==> config.mk <==
export PLATFORM = sky130hd
export DESIGN_NAME = lru_slot_pool_with_demote_core
export DESIGN_NICKNAME = d
export VERILOG_FILES = /design/src/lspd_pkg.sv /design/src/lspd_ctrl.sv /design/src/lspd_datapath.sv /design/src/lru_slot_pool_with_demote_core.sv
export SDC_FILE = /design/constraint.sdc
export NUM_CORES = 2
export LEC_CHECK = 0
export ABC_AREA = 1
export BUFFER_PORTS_ARGS = -buffer_cell sky130_fd_sc_hd__buf_2
export CORE_AREA = 2 2 518 623
export DETAILED_ROUTE_END_ITERATION = 10
export DIE_AREA = 0 0 520 625
export PLACE_DENSITY_LB_ADDON = 0.2
export SYNTH_ARGS = -nofsm -noshare
export SYNTH_HDL_FRONTEND = slang
export SYNTH_HIERARCHICAL = 1
export SYNTH_SLANG_ARGS = --single-unit
==> constraint.sdc <==
create_clock -name i_clk -period 6.5 [get_ports i_clk]
set_clock_uncertainty 0.1 [all_clocks]
set_input_delay 0.65 -clock i_clk [delete_from_list [all_inputs] [get_ports i_clk]]
set_output_delay 0.65 -clock i_clk [all_outputs]
set_load 0.05 [all_outputs]
==> src/lspd_pkg.sv <==
// ----------------------------------------------------------------------------
// lspd_pkg
// Shared types and constants of the slot pool with recency list and demote.
// ----------------------------------------------------------------------------
package lspd_pkg;

    localparam int SLOTS   = 64;
    localparam int SLOT_W  = 6;
    localparam int COUNT_W = SLOT_W + 1;
    localparam int TILE_W  = 18;
    localparam int CMD_W   = 3;
    localparam int CAP_W   = 7;

    // free-slot search works on groups of eight in-use bits
    localparam int GRP_W   = 3;
    localparam int GRP     = 1 << GRP_W;
    localparam int NGRP    = SLOTS / GRP;
    localparam int NGRP_W  = SLOT_W - GRP_W;

    localparam logic [CAP_W-1:0] CAP_RESET = CAP_W'(SLOTS);

    localparam logic [CMD_W-1:0] CMD_ALLOC   = 3'd0;
    localparam logic [CMD_W-1:0] CMD_TOUCH   = 3'd1;
    localparam logic [CMD_W-1:0] CMD_DEMOTE  = 3'd2;
    localparam logic [CMD_W-1:0] CMD_DETACH  = 3'd3;
    localparam logic [CMD_W-1:0] CMD_RELEASE = 3'd4;
    localparam logic [CMD_W-1:0] CMD_CLEAR   = 3'd5;

    typedef enum logic [2:0] {
        ST_IDLE,
        ST_DECODE,
        ST_UPDATE,
        ST_LINK,
        ST_RESPOND
    } t_state;

    // controller to datapath
    typedef struct packed {
        logic load;
        logic decode;
        logic update;
        logic link;
    } t_dp_ctl;

    // datapath to controller
    typedef struct packed {
        logic need_update;
        logic need_link;
    } t_dp_flags;

endpackage

==> src/lspd_ctrl.sv <==
// ----------------------------------------------------------------------------
// lspd_ctrl
// Command sequencer: decode, update/unlink, link, respond.
// ----------------------------------------------------------------------------
module lspd_ctrl
    import lspd_pkg::*;
(
    input  logic      i_clk,
    input  logic      i_rst_n,
    input  logic      start,
    input  t_dp_flags i_flags,
    output t_dp_ctl   o_ctl,
    output logic      busy,
    output logic      o_result_valid
);

    t_state r_state;
    t_state n_state;

    always_comb begin
        n_state = r_state;
        unique case (r_state)
            ST_IDLE: begin
                if (start) begin
                    n_state = ST_DECODE;
                end
            end
            ST_DECODE: begin
                n_state = i_flags.need_update ? ST_UPDATE : ST_RESPOND;
            end
            ST_UPDATE: begin
                n_state = i_flags.need_link ? ST_LINK : ST_RESPOND;
            end
            ST_LINK: begin
                n_state = ST_RESPOND;
            end
            ST_RESPOND: begin
                n_state = ST_IDLE;
            end
            default: begin
                n_state = ST_IDLE;
            end
        endcase
    end

    always_comb begin
        o_ctl          = '0;
        busy           = 1'b1;
        o_result_valid = 1'b0;
        unique case (r_state)
            ST_IDLE: begin
                busy       = 1'b0;
                o_ctl.load = start;
            end
            ST_DECODE:  o_ctl.decode   = 1'b1;
            ST_UPDATE:  o_ctl.update   = 1'b1;
            ST_LINK:    o_ctl.link     = 1'b1;
            ST_RESPOND: o_result_valid = 1'b1;
            default: begin
                busy = 1'b1;
            end
        endcase
    end

    always_ff @(posedge i_clk) begin
        if (!i_rst_n) begin
            r_state <= ST_IDLE;
        end else begin
            r_state <= n_state;
        end
    end

endmodule

==> src/lspd_datapath.sv <==
// ----------------------------------------------------------------------------
// lspd_datapath
// Slot flags, recency list memories, owner memory and result registers.
// ----------------------------------------------------------------------------
module lspd_datapath
    import lspd_pkg::*;
(
    input  logic               i_clk,
    input  logic               i_rst_n,
    input  t_dp_ctl            i_ctl,
    output t_dp_flags          o_flags,
    input  logic [CMD_W-1:0]   i_command,
    input  logic [TILE_W-1:0]  i_tile,
    input  logic [SLOT_W-1:0]  i_slot,
    input  logic               i_cfg_we,
    input  logic [CAP_W-1:0]   i_cfg_data,
    output logic               o_status,
    output logic [SLOT_W-1:0]  o_granted_slot,
    output logic               o_evicted_valid,
    output logic [TILE_W-1:0]  o_evicted_tile,
    output logic [COUNT_W-1:0] o_used_slots
);

    typedef struct packed {
        logic free;
        logic evict;
        logic unlink;
        logic link_new;
        logic link_old;
        logic empty;
        logic release_slot;
        logic detach;
    } t_plan;

    // latched command
    logic [CMD_W-1:0]   r_cmd;
    logic [TILE_W-1:0]  r_tile;
    logic [SLOT_W-1:0]  r_sidx;
    logic [SLOT_W-1:0]  r_slot;
    t_plan              r_plan;

    // pool state
    logic [CAP_W-1:0]   r_cap,       n_cap;
    logic [SLOT_W-1:0]  r_head,      n_head;
    logic [SLOT_W-1:0]  r_tail,      n_tail;
    logic [COUNT_W-1:0] r_count,     n_count;
    logic [SLOTS-1:0]   r_in_use,    n_in_use;
    logic [SLOTS-1:0]   r_has_owner, n_has_owner;

    // list and owner memories
    logic [SLOT_W-1:0]  r_older_mem [SLOTS];
    logic [SLOT_W-1:0]  r_newer_mem [SLOTS];
    logic [TILE_W-1:0]  r_owner_mem [SLOTS];
    logic [SLOT_W-1:0]  r_rd_older;
    logic [SLOT_W-1:0]  r_rd_newer;
    logic [TILE_W-1:0]  r_rd_owner;

    logic               older_we, newer_we, owner_we;
    logic [SLOT_W-1:0]  older_waddr, older_wdata;
    logic [SLOT_W-1:0]  newer_waddr, newer_wdata;

    // free-slot search, first level registered
    logic [NGRP-1:0]    r_grp_free, n_grp_free;
    logic [GRP_W-1:0]   r_grp_idx [NGRP];
    logic [GRP_W-1:0]   n_grp_idx [NGRP];

    // results
    logic               r_status;
    logic [SLOT_W-1:0]  r_granted;
    logic               r_ev_valid,  n_ev_valid;
    logic [TILE_W-1:0]  r_ev_tile,   n_ev_tile;

    // decode signals
    logic [COUNT_W-1:0] cap_eff;
    logic               room;
    logic [SLOT_W-1:0]  free_idx;
    logic [SLOT_W-1:0]  target;
    logic               is_alloc;
    logic               slot_cmd;
    logic               hit;
    t_plan              plan;

    always_comb begin
        for (int g = 0; g < NGRP; g++) begin
            n_grp_free[g] = ~(&r_in_use[g*GRP +: GRP]);
            n_grp_idx[g]  = '0;
            for (int i = GRP - 1; i >= 0; i--) begin
                if (!r_in_use[g*GRP + i]) begin
                    n_grp_idx[g] = GRP_W'(i);
                end
            end
        end
    end

    always_comb begin
        free_idx = '0;
        for (int g = NGRP - 1; g >= 0; g--) begin
            if (r_grp_free[g]) begin
                free_idx = {NGRP_W'(g), r_grp_idx[g]};
            end
        end
    end

    // capacity of zero acts as one, above the pool size as the pool size
    always_comb begin
        if (r_cap == '0) begin
            cap_eff = COUNT_W'(1);
        end else if (COUNT_W'(r_cap) > COUNT_W'(SLOTS)) begin
            cap_eff = COUNT_W'(SLOTS);
        end else begin
            cap_eff = COUNT_W'(r_cap);
        end
    end

    always_comb begin
        is_alloc = (r_cmd == CMD_ALLOC);
        room     = (r_count < cap_eff);
        slot_cmd = (r_cmd == CMD_TOUCH) || (r_cmd == CMD_DEMOTE)
                || (r_cmd == CMD_DETACH) || (r_cmd == CMD_RELEASE);
        hit      = r_in_use[r_sidx];
        if (is_alloc) begin
            target = room ? free_idx : r_tail;
        end else begin
            target = r_sidx;
        end

        plan              = '0;
        plan.free         = is_alloc && room;
        plan.evict        = is_alloc && !room;
        plan.empty        = (r_count == '0);
        plan.release_slot = (r_cmd == CMD_RELEASE) && hit;
        plan.detach       = (r_cmd == CMD_DETACH) && hit;
        plan.link_new     = plan.free
                         || (plan.evict && target != r_head)
                         || ((r_cmd == CMD_TOUCH) && hit && target != r_head);
        plan.link_old     = (r_cmd == CMD_DEMOTE) && hit && target != r_tail;
        plan.unlink       = (plan.link_new && !plan.free) || plan.link_old
                         || (plan.release_slot && r_count > COUNT_W'(1));
    end

    assign o_flags.need_update = is_alloc || (slot_cmd && hit);
    assign o_flags.need_link   = r_plan.link_new || r_plan.link_old;

    always_comb begin
        n_cap       = r_cap;
        n_head      = r_head;
        n_tail      = r_tail;
        n_count     = r_count;
        n_in_use    = r_in_use;
        n_has_owner = r_has_owner;
        n_ev_valid  = r_ev_valid;
        n_ev_tile   = r_ev_tile;
        older_we    = 1'b0;
        older_waddr = r_rd_newer;
        older_wdata = r_rd_older;
        newer_we    = 1'b0;
        newer_waddr = r_rd_older;
        newer_wdata = r_rd_newer;
        owner_we    = 1'b0;

        if (i_cfg_we) begin
            n_cap = i_cfg_data;
        end

        if (i_ctl.decode) begin
            n_ev_valid = 1'b0;
            n_ev_tile  = '0;
            if (r_cmd == CMD_CLEAR) begin
                n_in_use    = '0;
                n_has_owner = '0;
                n_count     = '0;
            end
        end

        if (i_ctl.update) begin
            // take the slot out of the list
            if (r_plan.unlink) begin
                if (r_slot == r_head) begin
                    n_head = r_rd_older;
                end else begin
                    older_we = 1'b1;
                end
                if (r_slot == r_tail) begin
                    n_tail = r_rd_newer;
                end else begin
                    newer_we = 1'b1;
                end
            end
            if (r_plan.free || r_plan.evict) begin
                owner_we              = 1'b1;
                n_has_owner[r_slot]   = 1'b1;
                if (r_plan.evict && r_has_owner[r_slot]) begin
                    n_ev_valid = 1'b1;
                    n_ev_tile  = r_rd_owner;
                end
            end
            if (r_plan.free) begin
                n_in_use[r_slot] = 1'b1;
                n_count          = r_count + COUNT_W'(1);
            end
            if (r_plan.detach) begin
                n_has_owner[r_slot] = 1'b0;
            end
            if (r_plan.release_slot) begin
                n_in_use[r_slot]    = 1'b0;
                n_has_owner[r_slot] = 1'b0;
                n_count             = r_count - COUNT_W'(1);
            end
        end

        if (i_ctl.link) begin
            if (r_plan.link_new) begin
                if (r_plan.empty) begin
                    n_tail = r_slot;
                end else begin
                    older_we    = 1'b1;
                    older_waddr = r_slot;
                    older_wdata = r_head;
                    newer_we    = 1'b1;
                    newer_waddr = r_head;
                    newer_wdata = r_slot;
                end
                n_head = r_slot;
            end else if (r_plan.link_old) begin
                newer_we    = 1'b1;
                newer_waddr = r_slot;
                newer_wdata = r_tail;
                older_we    = 1'b1;
                older_waddr = r_tail;
                older_wdata = r_slot;
                n_tail      = r_slot;
            end
        end
    end

    // memories: one write and one registered read each
    always_ff @(posedge i_clk) begin
        if (older_we) begin
            r_older_mem[older_waddr] <= older_wdata;
        end
        if (newer_we) begin
            r_newer_mem[newer_waddr] <= newer_wdata;
        end
        if (owner_we) begin
            r_owner_mem[r_slot] <= r_tile;
        end
        if (i_ctl.decode) begin
            r_rd_older <= r_older_mem[target];
            r_rd_newer <= r_newer_mem[target];
            r_rd_owner <= r_owner_mem[target];
        end
    end

    // payload registers
    always_ff @(posedge i_clk) begin
        if (i_ctl.load) begin
            r_cmd  <= i_command;
            r_tile <= i_tile;
            r_sidx <= i_slot;
        end
        if (i_ctl.decode) begin
            r_slot    <= target;
            r_plan    <= plan;
            r_status  <= slot_cmd && !hit;
            r_granted <= is_alloc ? target : '0;
        end
        r_ev_valid <= n_ev_valid;
        r_ev_tile  <= n_ev_tile;
    end

    always_ff @(posedge i_clk) begin
        if (!i_rst_n) begin
            r_cap       <= CAP_RESET;
            r_head      <= '0;
            r_tail      <= '0;
            r_count     <= '0;
            r_in_use    <= '0;
            r_has_owner <= '0;
            r_grp_free  <= '1;
            for (int g = 0; g < NGRP; g++) begin
                r_grp_idx[g] <= '0;
            end
        end else begin
            r_cap       <= n_cap;
            r_head      <= n_head;
            r_tail      <= n_tail;
            r_count     <= n_count;
            r_in_use    <= n_in_use;
            r_has_owner <= n_has_owner;
            r_grp_free  <= n_grp_free;
            for (int g = 0; g < NGRP; g++) begin
                r_grp_idx[g] <= n_grp_idx[g];
            end
        end
    end

    assign o_status        = r_status;
    assign o_granted_slot  = r_granted;
    assign o_evicted_valid = r_ev_valid;
    assign o_evicted_tile  = r_ev_tile;
    assign o_used_slots    = r_count;

endmodule

==> src/lru_slot_pool_with_demote_core.sv <==
// ----------------------------------------------------------------------------
// lru_slot_pool_with_demote_core
// Pool of 64 backing slots kept in recency order for screen-cache tiles.
// ----------------------------------------------------------------------------
// A command item is taken at a rising edge with start high and busy low:
// allocate, touch, demote, detach, release or clear all, with its tile and
// slot fields. One result item follows for every command, on the o_ ports
// for a single cycle marked by o_result_valid; the receiver cannot stall
// it, and busy stays high until that cycle has passed.
// Clear, ignored and unknown commands go from decode straight to respond;
// detach, release, and allocate, touch or demote that find the slot
// already at its end of the list pass through update as well, and
// relinking the recency list (allocate, touch, demote) adds the link
// step before respond. The list memories take one pointer write per
// cycle each, which sets the unlink and link steps.
// The capacity register is written over its own valid/ready channel while
// no command is in flight. Reset empties the pool, sets capacity to 64
// and brings the block straight to idle.
// ----------------------------------------------------------------------------
module lru_slot_pool_with_demote_core
    import lspd_pkg::*;
(
    input  logic               i_clk,
    input  logic               i_rst_n,
    input  logic               start,
    output logic               busy,
    input  logic [CMD_W-1:0]   i_command,
    input  logic [TILE_W-1:0]  i_tile,
    input  logic [SLOT_W-1:0]  i_slot,
    input  logic               i_cfg_valid,
    output logic               o_cfg_ready,
    input  logic [CAP_W-1:0]   i_cfg_data,
    output logic               o_result_valid,
    output logic               o_status,
    output logic [SLOT_W-1:0]  o_granted_slot,
    output logic               o_evicted_valid,
    output logic [TILE_W-1:0]  o_evicted_tile,
    output logic [COUNT_W-1:0] o_used_slots
);

    t_dp_ctl   ctl;
    t_dp_flags flags;
    logic      cfg_we;

    assign o_cfg_ready = ~busy;
    assign cfg_we      = i_cfg_valid & ~busy;

    lspd_ctrl u_ctrl (
        .i_clk          (i_clk),
        .i_rst_n        (i_rst_n),
        .start          (start),
        .i_flags        (flags),
        .o_ctl          (ctl),
        .busy           (busy),
        .o_result_valid (o_result_valid)
    );

    lspd_datapath u_dp (
        .i_clk           (i_clk),
        .i_rst_n         (i_rst_n),
        .i_ctl           (ctl),
        .o_flags         (flags),
        .i_command       (i_command),
        .i_tile          (i_tile),
        .i_slot          (i_slot),
        .i_cfg_we        (cfg_we),
        .i_cfg_data      (i_cfg_data),
        .o_status        (o_status),
        .o_granted_slot  (o_granted_slot),
        .o_evicted_valid (o_evicted_valid),
        .o_evicted_tile  (o_evicted_tile),
        .o_used_slots    (o_used_slots)
    );

endmodule

==> run_summary.xml <==
<?xml version="1.0" encoding="UTF-8"?>
<metrics>
  <group name="worst_setup_path">
    <metric name="critical_path_arrival" unit="ns">6.04</metric>
    <metric name="timing.setup.critical_path_class" unit="">flip-flop to flip-flop</metric>
    <metric name="crit_start_category" unit="">flip-flop</metric>
    <metric name="worstPathRequired" unit="ns">7.16</metric>
    <metric name="crit-reg2reg-launch" unit="">u_dp/r_cap[2]</metric>
    <metric name="critPathMostFrequentCell" unit="">sky130_fd_sc_hd__nand2_1</metric>
    <metric name="r2r_cells" unit="">21</metric>
    <metric name="worstReg2RegEnd" unit="">u_dp/r_rd_owner[15]</metric>
    <metric name="timing.critical_path.cells" unit="">nor2_1 -&gt; nand2_1 -&gt; o31ai_1 -&gt; nand2_1 -&gt; ha_1 -&gt; nand2_1 -&gt; nor2_1 -&gt; a211oi_2 -&gt; nand2_2 -&gt; nand3_4 -&gt; nand3_4 -&gt; inv_8 -&gt; buf_12 -&gt; nand2_1 -&gt; nand2_1 -&gt; nand2_1 -&gt; nand3_1 -&gt; nand3_1 -&gt; nand3_1 -&gt; nand3_1 -&gt; nand2_1</metric>
    <metric name="rrSetupSlack" unit="ns">1.13</metric>
    <metric name="crit_path_top_delay_cell" unit="">sky130_fd_sc_hd__inv_8</metric>
    <metric name="setup.worst_path.end_class" unit="">flip-flop</metric>
    <metric name="max_stage_delay" unit="ns">0.67</metric>
    <metric name="cp_max_fo" unit="">87</metric>
  </group>
  <group name="power_and_ir_drop">
    <metric name="leakage" unit="nW">43.8</metric>
    <metric name="vdd.ir_drop.worst" unit="mV">0.271</metric>
    <metric name="power_per_cell_area" unit="nW/um2">318</metric>
    <metric name="design_power_total" unit="mW">35.5</metric>
  </group>
  <group name="placed_design">
    <metric name="gp_congestion" unit="">0.851</metric>
    <metric name="post-dp-hpwl" unit="um">186000</metric>
    <metric name="io_buffer_count" unit="">73</metric>
    <metric name="dp_slack" unit="ns">1.06</metric>
  </group>
  <group name="synth">
    <metric name="ys_dominant_reg_cell" unit="">sky130_fd_sc_hd__edfxtp_1</metric>
    <metric name="muxShareOfSynthArea" unit="%">0.0101</metric>
    <metric name="combinational_family_with_the_most_area_after_synthesis" unit="">simple AND/OR/NAND/NOR gates</metric>
    <metric name="synth_area" unit="um2">98600</metric>
    <metric name="synth_seq_area_share" unit="%">65.0</metric>
    <metric name="yosys.area_share.simple" unit="%">22.0</metric>
    <metric name="synth-compound-area-share" unit="%">3.56</metric>
    <metric name="ys_async_sr_fraction" unit="%">0</metric>
    <metric name="synthXorXnorAreaFrac" unit="%">0.107</metric>
    <metric name="syn_area_per_cell" unit="um2">10.1</metric>
    <metric name="synth_fp_nets" unit="">9824</metric>
    <metric name="synth_fa_ha_area_share" unit="%">0.127</metric>
    <metric name="total_of_flip_flops_plus_latches_after_synthesis" unit="">2206</metric>
    <metric name="synth-edff-count" unit="">1998</metric>
    <metric name="synth_warnings" unit="">6</metric>
    <metric name="synth_cell_types" unit="">56</metric>
    <metric name="post_synth_inst_count" unit="">9776</metric>
  </group>
  <group name="hold_path">
    <metric name="min_delay_worst_endpoint" unit="">u_ctrl/r_state[0]</metric>
    <metric name="min_path_cells" unit="">5</metric>
    <metric name="min_from" unit="">start</metric>
    <metric name="hold_class" unit="">primary input to flip-flop</metric>
  </group>
  <group name="layout">
    <metric name="post_route_cells_drive_above_1_share" unit="%">7.24</metric>
    <metric name="num-fill-cells" unit="">32000</metric>
    <metric name="multi_input_comb_area" unit="um2">26000</metric>
    <metric name="fin_nets" unit="">9721</metric>
    <metric name="areaGrowthSynthToFinish" unit="%">13.0</metric>
    <metric name="fin_util" unit="%">34.8</metric>
    <metric name="layout.cells.most_common_list" unit="">2012 x sky130_fd_sc_hd__nand2_1, 1998 x sky130_fd_sc_hd__edfxtp_1, 1616 x sky130_fd_sc_hd__nand3_1</metric>
    <metric name="layout.cells.most_common" unit="">sky130_fd_sc_hd__nand2_1</metric>
    <metric name="regArea" unit="um2">64200</metric>
  </group>
  <group name="drt">
    <metric name="route.detailed.wl_per_inst" unit="um">23.3</metric>
    <metric name="number_of_detailed_routing_iterations_run_before_antenna_repair" unit="">9</metric>
    <metric name="detailedRoute.firstIterationViolations" unit="">6793</metric>
    <metric name="avgViaCountPerCell" unit="">5.10</metric>
    <metric name="route.final.wire_length" unit="um">329000</metric>
    <metric name="vias_post_dr" unit="">72000</metric>
    <metric name="detail-route-antenna-nets" unit="">0</metric>
    <metric name="drt_drc_violations_left" unit="">4</metric>
  </group>
  <group name="timing">
    <metric name="grt_setup_unrepaired" unit="">no</metric>
    <metric name="number_of_slew_limit_violations_in_the_final_report" unit="">0</metric>
    <metric name="final_setup_margin" unit="ns">1.13</metric>
    <metric name="hold_viol" unit="">0</metric>
    <metric name="setup_tns" unit="ns">0</metric>
    <metric name="finalCritPeriodShare" unit="%">82.7</metric>
    <metric name="period_minus_slack" unit="ns">5.37</metric>
    <metric name="clock.fmax" unit="MHz">186</metric>
    <metric name="setup_viol_count_final" unit="">0</metric>
    <metric name="fin_worst_hold_slack" unit="ns">0.0843</metric>
    <metric name="worst-slew-pin-transition" unit="ns">1.35</metric>
    <metric name="slew_headroom" unit="%">10.0</metric>
  </group>
  <group name="grt">
    <metric name="globalRouteMet1Util" unit="%">25.6</metric>
    <metric name="grt_antenna_before_repair" unit="">12</metric>
    <metric name="gr-usage-met2" unit="%">33.1</metric>
    <metric name="grt_first_pass_wirelength" unit="um">480000</metric>
    <metric name="first_global_vias" unit="">69500</metric>
    <metric name="grt_start_max_net_pins" unit="">225</metric>
    <metric name="overflow" unit="">0</metric>
    <metric name="busiest_layer" unit="">met2</metric>
    <metric name="global_route.usage.total" unit="%">19.7</metric>
    <metric name="met3_usage" unit="%">2.32</metric>
  </group>
  <group name="clock_network">
    <metric name="clock_tree.buffer_depth" unit="">4</metric>
    <metric name="clk_pin_slew_worst_paths" unit="ns">0.06</metric>
    <metric name="cts_inserted_buffers" unit="">236</metric>
    <metric name="post_cts_resize_count" unit="">0</metric>
    <metric name="cts_root_buf" unit="">sky130_fd_sc_hd__clkbuf_16</metric>
    <metric name="clk-insertion-delay-late" unit="ns">0.91</metric>
    <metric name="cts.htree.levels" unit="">4</metric>
    <metric name="cts_tree" unit="">done</metric>
    <metric name="cts_sinks" unit="">2206</metric>
  </group>
  <group name="status">
    <metric name="run_status" unit="">complete, but fails checks</metric>
    <metric name="violations" unit="">design-rule violations</metric>
  </group>
  <group name="floorplan">
    <metric name="core-area" unit="um2">320000</metric>
    <metric name="die_h" unit="um">625</metric>
    <metric name="initial_core_util" unit="%">30.8</metric>
    <metric name="top_level_ports" unit="">74</metric>
    <metric name="std_cell_rows" unit="">228</metric>
    <metric name="die-area" unit="um2">325000</metric>
    <metric name="fp.dieW" unit="um">520</metric>
  </group>
  <group name="run">
    <metric name="maxCapViolCount" unit="">0</metric>
  </group>
</metrics>
## flip-flops by register name, summed over array words and instances, names as in the netlist, 7 cells and up
signal and flops:
u_dp/o_evicted_tile 18, u_dp/o_used_slots 7, u_dp/r_cap 7, u_dp/r_grp_free 8, u_dp/r_grp_idx 24, u_dp/r_has_owner 64
u_dp/r_in_use 64, u_dp/r_newer_mem 384, u_dp/r_older_mem 384, u_dp/r_owner_mem 1152, u_dp/r_plan 8, u_dp/r_rd_owner 18
u_dp/r_tile 18
## worst max-delay path, delay by kind of cell (launching register included)
| kind | cells | cell delay [ns] |
|---|---|---|
| fa+ha+maj | 1 | 0.31 |
| simple gates | 16 | 2.62 |
| buf+inv | 2 | 1.00 |
| compound gates | 2 | 0.76 |
| flops | 1 | 0.32 |
## layer usage
metal	wire, um	part of all wire, %
met3	18300	5.6
met2	158000	48
met4	13900	4.2
met1	139000	42
met5	7	0.0021
## layout make-up
class / count / area share [%]
Sequential cell: 2206 / 57.6
Multi-Input combinational cell: 5309 / 23.3
Clock buffer: 312 / 5.71
Inverter: 1604 / 5.43
Tap cell: 4255 / 4.78
Timing Repair Buffer: 316 / 2.37
Clock inverter: 103 / 0.820
Antenna cell: 5 / 0.0112
## per-stage QoR
stage | instances | area [um2]
after floorplan | 9776 | 98600
after global placement | 13700 | 104000
after detailed placement | 13700 | 104000
after CTS | 14100 | 111000
after global routing | 14100 | 111000
final | 14100 | 111000
## worst max-delay path by stage
stage / start / end / slack (ns) / cells past startpoint
global placement: u_dp/r_cap[2] / u_dp/r_rd_owner[15] / 0.97 / 21
floorplan: u_ctrl/r_state[0] / u_dp/r_newer_mem[13][0] / 2.00 / 9
finish: u_dp/r_cap[2] / u_dp/r_rd_owner[15] / 1.13 / 21
detailed placement: u_dp/r_cap[2] / u_dp/r_rd_owner[15] / 1.06 / 21
global route: u_dp/r_cap[2] / u_dp/r_rd_owner[12] / 0.86 / 21
CTS: u_dp/r_cap[2] / u_dp/r_rd_owner[15] / 1.09 / 21
## cell usage after synthesis (6+ instances only)
| cell type | n | share of area [%] |
|---|---|---|
| sky130_fd_sc_hd__a21oi_1 | 117 | 0.59 |
| sky130_fd_sc_hd__edfxtp_1 | 1998 | 61 |
| sky130_fd_sc_hd__dfxtp_1 | 208 | 4.2 |
| sky130_fd_sc_hd__a22o_1 | 8 | 0.071 |
| sky130_fd_sc_hd__xor2_1 | 8 | 0.071 |
| sky130_fd_sc_hd__nor3_1 | 71 | 0.36 |
| sky130_fd_sc_hd__a22oi_1 | 45 | 0.34 |
| sky130_fd_sc_hd__buf_1 | 34 | 0.13 |
| sky130_fd_sc_hd__o211ai_1 | 35 | 0.27 |
| sky130_fd_sc_hd__clkinv_1 | 8 | 0.030 |
| sky130_fd_sc_hd__inv_1 | 1581 | 6.0 |
| sky130_fd_sc_hd__nand4_1 | 691 | 4.4 |
| sky130_fd_sc_hd__clkbuf_1 | 246 | 0.94 |
| sky130_fd_sc_hd__a211oi_1 | 76 | 0.58 |
| sky130_fd_sc_hd__o21ai_0 | 159 | 0.81 |
| sky130_fd_sc_hd__a221oi_1 | 27 | 0.24 |
| sky130_fd_sc_hd__nand3_1 | 1616 | 8.2 |
| sky130_fd_sc_hd__buf_4 | 8 | 0.061 |
| sky130_fd_sc_hd__nand2_1 | 2014 | 7.7 |
| sky130_fd_sc_hd__o211a_1 | 12 | 0.12 |
| sky130_fd_sc_hd__nor4_1 | 6 | 0.038 |
| sky130_fd_sc_hd__buf_2 | 367 | 1.9 |
| sky130_fd_sc_hd__ha_1 | 10 | 0.13 |
| sky130_fd_sc_hd__o22ai_1 | 44 | 0.28 |
| sky130_fd_sc_hd__nor2_1 | 307 | 1.2 |
| sky130_fd_sc_hd__inv_2 | 14 | 0.053 |
## where the power goes
part	total (mW)	switching, mW	internal (mW)
clock network	13.1	5.62	7.45
logic	6.24	4.80	1.44
registers	16.2	0.183	16.0
## repair_timing
item	4_1_cts	5_1_grt
hold buffers	34	0
endpoints found under the setup margin	0	0
hold endpoints to repair	34	0
setup buffers	0	0
## logic make-up (layout without fill, tap and decap cells)
logic type / Yosys count / in the layout
other: 0 / 5
XOR/XNOR: 12 / 12
multiplexers: 1 / 1
AO/OA/AOI/OAI: 556 / 556
AND/OR/NAND/NOR: 4730 / 4730
flip-flops: 2206 / 2206
adder cells (fa/ha/maj): 10 / 10
buffers and inverters: 2261 / 2335
No activity file was read; power rests on OpenSTA's default activity.
